===== src/sv/lpp_pkg.sv =====
// Shared types and constants of the lidar packet parser.
`default_nettype none
package lpp_pkg;

    localparam int PACKET_BYTES        = 22;
    localparam int READINGS_PER_PACKET = 4;
    localparam int Q_W                 = $clog2(READINGS_PER_PACKET);
    localparam int POS_W               = 5;
    localparam int ACC_W               = 26;
    localparam int ANGLE_W             = 11;
    localparam int CNT_W               = 32;
    localparam int LAST_WORD_POS       = PACKET_BYTES - 3;

    localparam logic [7:0]         START_BYTE  = 8'hFA;
    localparam logic [ANGLE_W-1:0] INDEX_BASE  = 11'd160;
    localparam logic [ANGLE_W-1:0] ANGLE_RESET = 11'h7FF;
    localparam logic [ANGLE_W-1:0] ANGLE_WRAP  = 11'd359;
    localparam logic [1:0]         ADDR_ENABLE = 2'd0;

    typedef struct packed {
        logic [7:0] lo;
        logic [7:0] hi;
        logic [7:0] s_lo;
        logic [7:0] s_hi;
    } raw_reading_t;

    typedef struct packed {
        logic                                  done;
        logic [7:0]                            index;
        raw_reading_t [READINGS_PER_PACKET-1:0] rd;
        logic [7:0]                            chk_lo;
        logic [7:0]                            chk_hi;
        logic [ACC_W-1:0]                      acc;
    } pkt_t;

    typedef struct packed {
        logic [13:0] distance;
        logic [15:0] qual;
        logic        inv;
        logic        warn;
    } reading_t;

    typedef struct packed {
        logic signed [ANGLE_W-1:0]          angle0;
        reading_t [READINGS_PER_PACKET-1:0] rd;
        logic                               ooo0;
        logic                               rot;
        logic [CNT_W-1:0]                   err;
        logic [CNT_W-1:0]                   dis;
        logic [CNT_W-1:0]                   meas_base;
        logic [CNT_W-1:0]                   rot_total;
    } rec_t;

    typedef struct packed {
        logic signed [ANGLE_W-1:0] angle;
        logic [13:0]               distance;
        logic [15:0]               qual;
        logic                      inv;
        logic                      warn;
        logic                      ooo;
        logic                      new_rot;
        logic                      last;
        logic [CNT_W-1:0]          errors;
        logic [CNT_W-1:0]          dis_total;
        logic [CNT_W-1:0]          meas_total;
        logic [CNT_W-1:0]          rot_total;
    } out_t;

endpackage
`default_nettype wire


===== src/sv/lidar_packet_parser.sv =====
// Top level of the lidar packet parser: APB register, collector, decoder, emitter.
//
//   channel   direction  handshake         payload
//   s_        in         s_valid/s_ready   s_rx_byte, one serial byte per request
//   m_        out        m_valid/m_ready   one reading per request (angle .. totals)
//   apb       in         psel/penable      enable register at address 0
//
// One byte is taken per cycle. A packet's four readings leave through the result register,
// one per cycle while m_ready is high, once the done flag and the record are registered.
// The final byte of a packet stalls while the previous packet's readings are
// still queued in the record slot. A bad checksum yields no readings.
// Reset is synchronous on aresetn; enable low clears counters and packet state.
`default_nettype none
module lidar_packet_parser (
    input  wire logic         aclk,
    input  wire logic         aresetn,
    input  wire logic         psel,
    input  wire logic         penable,
    input  wire logic         pwrite,
    input  wire logic [1:0]   paddr,
    input  wire logic [31:0]  pwdata,
    output logic [31:0]       prdata,
    output logic              pready,
    input  wire logic         s_valid,
    output logic              s_ready,
    input  wire logic [7:0]   s_rx_byte,
    output logic              m_valid,
    input  wire logic         m_ready,
    output logic signed [10:0] m_angle,
    output logic [13:0]       m_distance,
    output logic [15:0]       m_quality,
    output logic              m_invalid_flag,
    output logic              m_weak_flag,
    output logic              m_out_of_order,
    output logic              m_new_rotation,
    output logic              m_last_of_packet,
    output logic [31:0]       m_packet_errors,
    output logic [31:0]       m_out_of_order_total,
    output logic [31:0]       m_measurement_total,
    output logic [31:0]       m_rotation_total
);
    import lpp_pkg::*;

    logic   enable_reg;
    pkt_t   pkt;
    rec_t   rec;
    out_t   res;
    logic   rec_valid;
    logic   rec_take;

    always_ff @(posedge aclk) begin
        if (!aresetn) begin
            enable_reg <= 1'b0;
        end else if (psel && penable && pwrite && (paddr == ADDR_ENABLE)) begin
            enable_reg <= pwdata[0];
        end
    end

    assign pready = 1'b1;
    assign prdata = (paddr == ADDR_ENABLE) ? {31'b0, enable_reg} : 32'b0;

    lpp_collector u_collector (
        .aclk      (aclk),
        .aresetn   (aresetn),
        .enable    (enable_reg),
        .s_valid   (s_valid),
        .s_rx_byte (s_rx_byte),
        .rec_busy  (rec_valid),
        .s_ready   (s_ready),
        .pkt       (pkt)
    );

    lpp_decoder u_decoder (
        .aclk      (aclk),
        .aresetn   (aresetn),
        .enable    (enable_reg),
        .pkt       (pkt),
        .rec_take  (rec_take),
        .rec_valid (rec_valid),
        .rec       (rec)
    );

    lpp_emitter u_emitter (
        .aclk      (aclk),
        .aresetn   (aresetn),
        .rec_valid (rec_valid),
        .rec       (rec),
        .m_ready   (m_ready),
        .rec_take  (rec_take),
        .m_valid   (m_valid),
        .res       (res)
    );

    assign m_angle              = res.angle;
    assign m_distance           = res.distance;
    assign m_quality            = res.qual;
    assign m_invalid_flag       = res.inv;
    assign m_weak_flag          = res.warn;
    assign m_out_of_order       = res.ooo;
    assign m_new_rotation       = res.new_rot;
    assign m_last_of_packet     = res.last;
    assign m_packet_errors      = res.errors;
    assign m_out_of_order_total = res.dis_total;
    assign m_measurement_total  = res.meas_total;
    assign m_rotation_total     = res.rot_total;

endmodule
`default_nettype wire


===== src/sv/lpp_collector.sv =====
// Start-byte hunt, packet byte store and running checksum fold.
`default_nettype none
module lpp_collector (
    input  wire logic         aclk,
    input  wire logic         aresetn,
    input  wire logic         enable,
    input  wire logic         s_valid,
    input  wire logic [7:0]   s_rx_byte,
    input  wire logic         rec_busy,
    output logic              s_ready,
    output lpp_pkg::pkt_t     pkt
);
    import lpp_pkg::*;

    logic                     collecting_reg;
    logic [POS_W-1:0]         pos_reg;
    logic                     done_reg;
    logic [7:0]               store_reg [PACKET_BYTES];
    logic [7:0]               low_reg;
    logic [ACC_W-1:0]         acc_reg;
    logic                     last_byte;
    logic                     take;
    logic                     start_hit;

    assign last_byte = collecting_reg && (pos_reg == POS_W'(PACKET_BYTES - 1));
    assign s_ready   = !(last_byte && (done_reg || rec_busy));
    assign take      = s_valid && s_ready && enable;
    assign start_hit = !collecting_reg && (s_rx_byte == START_BYTE);

    always_ff @(posedge aclk) begin
        if (!aresetn) begin
            collecting_reg <= 1'b0;
            pos_reg        <= '0;
            done_reg       <= 1'b0;
        end else begin
            done_reg <= 1'b0;
            if (!enable) begin
                collecting_reg <= 1'b0;
                pos_reg        <= '0;
            end else if (take) begin
                if (start_hit) begin
                    collecting_reg <= 1'b1;
                    pos_reg        <= POS_W'(1);
                end else if (last_byte) begin
                    collecting_reg <= 1'b0;
                    pos_reg        <= '0;
                    done_reg       <= 1'b1;
                end else if (collecting_reg) begin
                    pos_reg <= pos_reg + POS_W'(1);
                end
            end
        end
    end

    always_ff @(posedge aclk) begin
        if (take && (collecting_reg || start_hit)) begin
            low_reg <= s_rx_byte;
            if (start_hit) begin
                store_reg[0] <= s_rx_byte;
                acc_reg      <= '0;
            end else begin
                store_reg[pos_reg] <= s_rx_byte;
                if (pos_reg[0] && (pos_reg <= POS_W'(LAST_WORD_POS))) begin
                    acc_reg <= {acc_reg[ACC_W-2:0], 1'b0} + ACC_W'({s_rx_byte, low_reg});
                end
            end
        end
    end

    always_comb begin
        pkt.done   = done_reg;
        pkt.index  = store_reg[1];
        pkt.chk_lo = store_reg[PACKET_BYTES - 2];
        pkt.chk_hi = store_reg[PACKET_BYTES - 1];
        pkt.acc    = acc_reg;
        for (int q = 0; q < READINGS_PER_PACKET; q++) begin
            pkt.rd[q].lo   = store_reg[4 + 4 * q];
            pkt.rd[q].hi   = store_reg[5 + 4 * q];
            pkt.rd[q].s_lo = store_reg[6 + 4 * q];
            pkt.rd[q].s_hi = store_reg[7 + 4 * q];
        end
    end

`ifndef SYNTH
    a_stall_only_last: assert property (@(posedge aclk) disable iff (!aresetn)
        !s_ready |-> last_byte)
        else $error("input stalled away from the last packet byte");
`endif
endmodule
`default_nettype wire


===== src/sv/lpp_decoder.sv =====
// Checksum check, angle and order tracking, running counters and packet record.
`default_nettype none
module lpp_decoder (
    input  wire logic          aclk,
    input  wire logic          aresetn,
    input  wire logic          enable,
    input  wire lpp_pkg::pkt_t pkt,
    input  wire logic          rec_take,
    output logic               rec_valid,
    output lpp_pkg::rec_t      rec
);
    import lpp_pkg::*;

    logic                       rec_valid_reg;
    rec_t                       rec_reg;
    rec_t                       rec_next;
    logic signed [ANGLE_W-1:0]  prev_angle_reg;
    logic [CNT_W-1:0]           err_reg;
    logic [CNT_W-1:0]           dis_reg;
    logic [CNT_W-1:0]           meas_reg;
    logic [CNT_W-1:0]           rot_reg;
    logic [15:0]                sum16;
    logic                       chk_ok;
    logic [ANGLE_W-1:0]         idx_diff;
    logic signed [ANGLE_W-1:0]  start_angle;
    logic signed [ANGLE_W:0]    angle_diff;
    logic                       in_order;
    logic                       rot;
    logic                       flagged;

    assign sum16  = {1'b0, pkt.acc[14:0]} + {5'b0, pkt.acc[ACC_W-1:15]};
    assign chk_ok = (sum16[7:0] == pkt.chk_lo) && ({1'b0, sum16[14:8]} == pkt.chk_hi);

    assign idx_diff    = {3'b0, pkt.index} - INDEX_BASE;
    assign start_angle = {idx_diff[ANGLE_W-3:0], 2'b00};
    assign angle_diff  = {start_angle[ANGLE_W-1], start_angle}
                       - {prev_angle_reg[ANGLE_W-1], prev_angle_reg};
    assign in_order    = (angle_diff == 12'sd1)    || (angle_diff == 12'sd361)
                      || (angle_diff == 12'sd721)  || (angle_diff == -12'sd359)
                      || (angle_diff == -12'sd719);
    assign rot         = (start_angle == '0) && (prev_angle_reg == ANGLE_WRAP);

    always_comb begin
        flagged            = 1'b0;
        rec_next.angle0    = start_angle;
        rec_next.ooo0      = !in_order;
        rec_next.rot       = rot;
        rec_next.err       = err_reg;
        rec_next.dis       = dis_reg + CNT_W'(!in_order);
        rec_next.meas_base = meas_reg;
        rec_next.rot_total = rot_reg + CNT_W'(rot);
        for (int q = 0; q < READINGS_PER_PACKET; q++) begin
            flagged           = pkt.rd[q].hi[7] || pkt.rd[q].hi[6];
            rec_next.rd[q].inv      = pkt.rd[q].hi[7];
            rec_next.rd[q].warn     = pkt.rd[q].hi[6];
            rec_next.rd[q].distance = flagged ? 14'd0 : {pkt.rd[q].hi[5:0], pkt.rd[q].lo};
            rec_next.rd[q].qual     = flagged ? 16'd0 : {pkt.rd[q].s_hi, pkt.rd[q].s_lo};
        end
    end

    always_ff @(posedge aclk) begin
        if (!aresetn || !enable) begin
            rec_valid_reg  <= 1'b0;
            prev_angle_reg <= ANGLE_RESET;
            err_reg        <= '0;
            dis_reg        <= '0;
            meas_reg       <= '0;
            rot_reg        <= '0;
        end else begin
            if (rec_take) begin
                rec_valid_reg <= 1'b0;
            end
            if (pkt.done) begin
                if (chk_ok) begin
                    rec_valid_reg  <= 1'b1;
                    prev_angle_reg <= start_angle + ANGLE_W'(READINGS_PER_PACKET - 1);
                    dis_reg        <= rec_next.dis;
                    meas_reg       <= meas_reg + CNT_W'(READINGS_PER_PACKET);
                    rot_reg        <= rec_next.rot_total;
                end else begin
                    err_reg <= err_reg + CNT_W'(1);
                end
            end
        end
    end

    always_ff @(posedge aclk) begin
        if (pkt.done && chk_ok) begin
            rec_reg <= rec_next;
        end
    end

    assign rec_valid = rec_valid_reg;
    assign rec       = rec_reg;

`ifndef SYNTH
    a_slot_free: assert property (@(posedge aclk) disable iff (!aresetn)
        pkt.done |-> !rec_valid_reg)
        else $error("packet completed while the record slot was busy");
    a_err_step: assert property (@(posedge aclk) disable iff (!aresetn)
        (enable && $past(enable) && $past(aresetn) && !$past(pkt.done))
            |-> err_reg == $past(err_reg))
        else $error("error count moved without a completed packet");
`endif
endmodule
`default_nettype wire


===== src/sv/lpp_emitter.sv =====
// Serializes the readings of a packet record into the result register.
`default_nettype none
module lpp_emitter (
    input  wire logic          aclk,
    input  wire logic          aresetn,
    input  wire logic          rec_valid,
    input  wire lpp_pkg::rec_t rec,
    input  wire logic          m_ready,
    output logic               rec_take,
    output logic               m_valid,
    output lpp_pkg::out_t      res
);
    import lpp_pkg::*;

    logic             m_valid_reg;
    out_t             res_reg;
    logic [Q_W-1:0]   q_reg;
    logic             load;
    logic             q_last;

    assign load     = rec_valid && (!m_valid_reg || m_ready);
    assign q_last   = (q_reg == Q_W'(READINGS_PER_PACKET - 1));
    assign rec_take = load && q_last;

    always_ff @(posedge aclk) begin
        if (!aresetn) begin
            m_valid_reg <= 1'b0;
            q_reg       <= '0;
        end else begin
            if (load) begin
                m_valid_reg <= 1'b1;
                q_reg       <= q_reg + Q_W'(1);
            end else if (m_ready) begin
                m_valid_reg <= 1'b0;
            end
        end
    end

    always_ff @(posedge aclk) begin
        if (load) begin
            res_reg.angle      <= rec.angle0 + ANGLE_W'(q_reg);
            res_reg.distance   <= rec.rd[q_reg].distance;
            res_reg.qual       <= rec.rd[q_reg].qual;
            res_reg.inv        <= rec.rd[q_reg].inv;
            res_reg.warn       <= rec.rd[q_reg].warn;
            res_reg.ooo        <= (q_reg == '0) && rec.ooo0;
            res_reg.new_rot    <= rec.rot;
            res_reg.last       <= q_last;
            res_reg.errors     <= rec.err;
            res_reg.dis_total  <= rec.dis;
            res_reg.meas_total <= rec.meas_base + CNT_W'(q_reg) + CNT_W'(1);
            res_reg.rot_total  <= rec.rot_total;
        end
    end

    assign m_valid = m_valid_reg;
    assign res     = res_reg;

`ifndef SYNTH
    a_q_wraps: assert property (@(posedge aclk) disable iff (!aresetn)
        rec_take |=> q_reg == '0)
        else $error("reading index did not wrap after the last reading");
`endif
endmodule
`default_nettype wire


===== config.mk =====
export PLATFORM = sky130hd
export DESIGN_NAME = lidar_packet_parser
export DESIGN_NICKNAME = d
export VERILOG_FILES = /design/src/sv/lpp_pkg.sv /design/src/sv/lidar_packet_parser.sv /design/src/sv/lpp_collector.sv /design/src/sv/lpp_decoder.sv /design/src/sv/lpp_emitter.sv
export SDC_FILE = /design/constraint.sdc
export NUM_CORES = 1
export LEC_CHECK = 0
export BUFFER_PORTS_ARGS = -buffer_cell sky130_fd_sc_hd__buf_4
export CORE_MARGIN = 2
export CORE_UTILIZATION = 60
export CTS_BUF_LIST = sky130_fd_sc_hd__clkbuf_8 sky130_fd_sc_hd__clkbuf_16
export CTS_CLUSTER_SIZE = 40
export DETAILED_ROUTE_END_ITERATION = 10
export PLACE_DENSITY = 0.88
export SLEW_MARGIN = 10
export SYNTH_ARGS = -nofsm -noshare
export SYNTH_HDL_FRONTEND = slang
export SYNTH_SLANG_ARGS = --single-unit

===== constraint.sdc =====
create_clock -name aclk -period 8.6 [get_ports aclk]
set_input_delay 1.72 -clock aclk [delete_from_list [all_inputs] [get_ports aclk]]
set_output_delay 1.72 -clock aclk [all_outputs]
set_load 0.03 [all_outputs]

## Word level (Yosys, flattened, before mapping)

Memories as Yosys holds them, arrays and structs flattened. A register that Yosys moved wholly into a read port is not among the register bits.
Index checks and enable logic that the tools add are counted.

- Add/subtract/negate cells: 14
- Order comparisons: 2
- Eq/ne operators: 11
- Muxes and demuxes: 24
- Bitwise operators: 4
- Reductions and logical operators: 49

Operator list:

| kind | count |
|---|---|
| adder 32 x 1 -> 32 bit | 2 |
| adder 32 x 1 -> 32 bit, second input constant | 2 |
| binary-select mux 32 bit (select 2 bit) | 1 |
| adder 32 x 2 -> 32 bit | 1 |
| adder 32 x 3 -> 32 bit, second input constant | 1 |
| 2-to-1 mux 32 bit | 1 |
| adder 26 x 16 -> 26 bit | 1 |
| 2-to-1 mux 26 bit | 1 |
| equality test 12 x 10 -> 1 bit, second input constant | 2 |
| equality test 12 x 11 -> 1 bit, second input constant | 2 |
| 2-to-1 mux 5 bit | 4 |
| logical AND 1 bit | 16 |
| 2-to-1 mux 1 bit | 16 |
| adder 15 x 11 -> 15 bit | 1 |
| equality test 12 x 2 -> 1 bit, second input constant | 1 |
| logical OR 1 bit | 12 |
| AND reduction 2 bit | 6 |
| subtractor 11 x 11 -> 12 bit | 1 |
| adder 11 x 2 -> 11 bit | 1 |
| adder 11 x 3 -> 11 bit, second input constant | 1 |
| equality test 11 x 9 -> 1 bit, second input constant | 1 |
| logical NOT 11 bit | 1 |
| subtractor 8 x 8 -> 9 bit, second input constant | 1 |
| equality test 7 x 8 -> 1 bit | 1 |
| other kinds (16) | 27 |

- Register bits after elaboration: 562
- Memory bits (writable): 176
- Input port bits: 49
- Output and inout bits: 209
- Logic and storage cells: 150
- Memories kept: 1

Memory list:

| memory | words | width | read ports | clocked after memory_dff | write ports | RTL line | source |
|---|---|---|---|---|---|---|---|
| u_collector.store_reg | 22 | 8 | 19 | 12 | 1 | lpp_collector.sv:18 | `logic [7:0] store_reg [PACKET_BYTES];` |

## Depth between registers and ports, before layout

- Word-level depth: 11
- Mapped depth: 24

## Cells and area by module

Synthesis repeated with hierarchy kept, for this count alone.

- Cell total of the unflattened synthesis: 2,333
- Area total of the unflattened synthesis: 32,004.4 um^2

Modules (own cells, without submodules):

| module | times used | cells each | area an instance (um^2) | sequential area each (um^2) |
|---|---|---|---|---|
| lpp_decoder | 1 | 1,499 | 17,386.7 | 10,680.2 |
| lpp_collector | 1 | 430 | 7,248.2 | 5,725.5 |
| lpp_emitter | 1 | 363 | 7,066.8 | 5,285.1 |
| lidar_packet_parser | 1 | 41 | 302.8 | 20.0 |

## Least setup slack after synthesis

Ideal clock, no wire load.

- Kind: reg-to-reg
- Start point: register u_collector.acc_reg[15]
- End point: register u_decoder.rec_reg (netlist bit u_decoder.rec[0]) (enable)
- Data arrival time: 5.966 ns
- Path slack: 2.122 ns
- Cell stages (with the launch flop): 14
- Clock period less this slack: 6.478 ns
- Cells stage by stage: edfxtp_1 > ha_1 > inv_1 > fa_1 > xnor2_1 > a2111oi_2 > o31a_1 > nand4_1 > nor3_1 > nor4bb_1 > o2111ai_2 > buf_6 > inv_1 > buf_2

- Cells in the longest elaborated chain, start to end: 4
- Elaborated cells between the ends (all ways): 5
- Classes of those cells: add/sub: 1; eq/ne: 2; reduce/logical: 2

Ends and longest elaborated chain:

| what | RTL line | source |
|---|---|---|
| from (decl) | lpp_collector.sv:20 | `logic [ACC_W-1:0] acc_reg;` |
| from (signal assigned) | lpp_collector.sv:64 | `acc_reg <= {acc_reg[ACC_W-2:0], 1'b0} + ACC_W'({s_rx_byte, low_reg});` |
| adder 15 x 11 -> 15 bit (*) | lpp_decoder.sv:31 | `assign sum16 = {1'b0, pkt.acc[14:0]} + {5'b0, pkt.acc[ACC_W-1:15]};` |
| equality test 8 bit / equality test 7 x 8 -> 1 bit (equally long branches) | lpp_decoder.sv:32 | `assign chk_ok = (sum16[7:0] == pkt.chk_lo) && ({1'b0, sum16[14:8]} == pkt.chk_hi);` |
| logical AND 1 bit (*) | lpp_decoder.sv:32 |  |
| logical AND 1 bit (*) | lpp_decoder.sv:88 | `if (pkt.done && chk_ok) begin` |
| to (signal assigned) | lpp_decoder.sv:89 | `rec_reg <= rec_next;` |
| to (decl) | lpp_decoder.sv:15 | `rec_t rec_reg;` |

Mark *: on every way between the ends. The rest lies on a longest branch, timed or not.
A chain may end at the register's enable or synchronous reset.

==> impl_metrics.yaml <==
final_layout:
  drive_above_1_share: 0.155
  fill_cells: 3194
  seq_area_sq_mm: 0.0217
  diodes: 0
  area_growth_pct: 14.6
  fin_util: 0.699
  final_nets: 2564
  largest_reg_flops: 265
  multi_input_area_sq_mm: 0.00906
global_route:
  antenna_found_initial: 1
  first_global_vias: 18900
  track_usage: 0.238
  grt_pass1_wl_um: 100000
  globalRouteOverflowTotal: 0
  grt_max_degree: 153
synthesis:
  synth_cell_types: 75
  syn_area_per_cell_sq_um: 13.9
  ys_warn_count: 0
  yosys.area.top_type: "edfxtp_1"
  ys_top_cells_by_area: "edfxtp_1, dfxtp_1, and2_1"
  synth-edff-count: 625
  synth_seq_cells: 772
  yosysMostFrequentCell: "edfxtp_1"
  synthArstFlopShare: 0
  synth-main-ff-cell: "edfxtp_1"
  synth.yosys.seq_area_share: 0.691
  netlist_instances: 2261
  synth.top_cell.area_share: 0.597
  synth_common_cells: "edfxtp_1, dfxtp_1, and2_1, a21oi_1, nand2_1"
  synth.cell_area_sq_mm: 0.0314
drt:
  vias_per_cell: 6.04
  drt_iter0_drc: 1847
  firstDrtPassIters: 6
  drt_wl_total_um: 64900
  dr_total_vias: 19400
  post_drt_wl_per_cell_um: 20.2
  post-route-drc-count: 0
  ant_nets: 0
timing:
  period_share: 0.697
  finalMaxSlewViolations: 0
  grt_setup_unrepaired: "no"
  finalHoldViolCount: 0
  period_needed_ns: 5.99
  setup_viol: 0
  tns_ns: 0
  skew_ns: 0.0337
  tightest_slew_ns: 1.23
  maxSlewHeadroom: 0.180
  fmax_ghz: 0.167
floorplan:
  io_pins: 258
  core_sq_mm: 0.0515
  fp.dieH_um: 233
  core.rowCount: 83
  die_area_sq_mm: 0.0542
  die_x_um: 233
  start_util: 0.610
worst_setup_path:
  crit_slowest_cell: "or4_1"
  rr_startpoint: "u_collector.store_reg[1][0]"
  cp_data_arrival_time_ns: 6.52
  startpoint: "u_collector.store_reg[1][0]"
  crit_top_cell: "ha_1"
  worst_setup_path_end_kind: "flop"
  required_ns: 9.12
  path_max_fanout: 9
  path_class: "flop to flop"
  worstPathCellList: "ha_1 > fa_1 > a21o_1 > a21oi_1 > o21ai_0 > a211oi_1 > nor2_1 > a2bb2oi_1 > o21ai_0 > nand4_1 > o31a_1 > ha_1 > ha_1 > and3_1 > and3_1 > nand4_1 > nor2_1 > nand3_1 > or2_1 > or2_0 > or4_1 > a21oi_1"
  cp-start-kind: "flop"
  slowest_delay_ns: 0.52
hold_path:
  holdCritStartpoint: "u_decoder.rec[68]"
  hold_class: "flop to flop"
clocking:
  cts_num_sinks: 772
  ctsHoldBuffers: 0
  cts_buffers: 75
  clock_insertion_delay_worst_skew_ns: 0.62
  htreeDepth: 3
  postCtsSetupRepairBufs: 0
  cts-root-buf: "clkbuf_16"
  path_clk_slew_ns: 0.06
  post_cts_resized: 0
  cts_tree: "done"
  clockBufferDepth: 3
outcome:
  status: "completed"
pwr:
  leakage_nw: 11.3
  power_mw: 7.30
  ir_drop_mv: 0.201
  power_density_mw_per_mm2: 203
placed_design:
  dpl.hpwl_um: 39400
  portBuffers: 194
  finalWeightedCongestion: 0.843
flow_run:
  cap_violations: 0
==> path summary, 6_finish.rpt <==
path,cells past startpoint,endpoint,slack (ns)
hold / removal,0,u_emitter.res[68],0.41
hold reg to reg,0,u_emitter.res[68],0.41
setup / recovery,22,u_decoder.dis_reg[30],2.61
setup reg to reg,22,u_decoder.dis_reg[30],2.61
==> cell usage in the layout, fill, tap and decap left out, types with 11 or more instances in the layout <==
cell type	count
o311ai_0	11
xnor2_1	88
or3_1	55
nand2_1	118
nor2b_1	14
and3_1	30
or4_1	51
and2_1	133
edfxtp_1	625
nand3_1	77
xor2_1	47
buf_4	214
clkbuf_16	79
nor4_1	20
nand2b_1	19
o21ai_0	82
mux4_2	32
nand4_1	37
nor3_1	23
or2_2	12
o31ai_1	44
dfxtp_1	146
conb_1	32
a21oi_1	131
o41ai_1	12
nor2_1	107
inv_1	85
ha_1	46
==> critical path: cells and delay by family, from the launching register on <==
family	cells	cell delay, ns
DFF	1	0.46
AOI/OAI and AO/OA	8	1.64
and+or+nand+nor	10	2.69
adders and majority gates	4	1.14
==> area by class of cell <==
type	count	area share
Sequential cell	772	0.603
Multi-Input combinational cell	1339	0.252
Clock buffer	87	0.0580
Timing Repair Buffer	216	0.0460
Tap cell	680	0.0236
Clock inverter	52	0.0107
Inverter	62	0.00681
==> per-stage QoR <==
| step | setup slack [ns] | instance area [sq um] | cells | hold slack, ns |
|---|---|---|---|---|
| 6_report | 2.61 | 36000 | 3208 | 0.407 |
| 5_1_grt | 2.22 | 36000 | 3208 | 0.407 |
| 4_1_cts | 2.69 | 36000 | 3207 | 0.407 |
| 3_5_place_dp | 2.89 | 33500 | 3068 | 0.405 |
| 3_3_place_gp | 3.06 | 33500 | 3068 | 0.401 |
| 2_1_floorplan | 2.12 | 31500 | 2291 | 0.400 |
==> metal layers <==
layer,up-vias,global-route usage,part of all wire
met1,9460,0.298,0.38
li1,8853,-,-
met4,0,0.0924,0.032
met2,876,0.414,0.51
met3,179,0.0403,0.073
met5,-,0,0
==> where the power goes <==
| group | switching (mW) | internal, mW |
|---|---|---|
| Combinational | 0.0508 | 0.0126 |
| Sequential | 0.000128 | 3.99 |
| Clock | 1.36 | 1.88 |
==> logic make-up (layout without fill, tap and decap cells) <==
| group | count (synthesis) | after routing | share of synthesized area |
|---|---|---|---|
| xor+xnor | 136 | 136 | 0.0381 |
| flops | 772 | 772 | 0.691 |
| buf+inv | 180 | 417 | 0.0264 |
| compound gates | 342 | 342 | 0.0683 |
| other cells | 2 | 32 | 0.000239 |
| mux | 42 | 42 | 0.0261 |
| fa+ha+maj | 49 | 49 | 0.0202 |
| simple gates | 738 | 738 | 0.129 |
No activity file was read; power rests on OpenSTA's default activity.
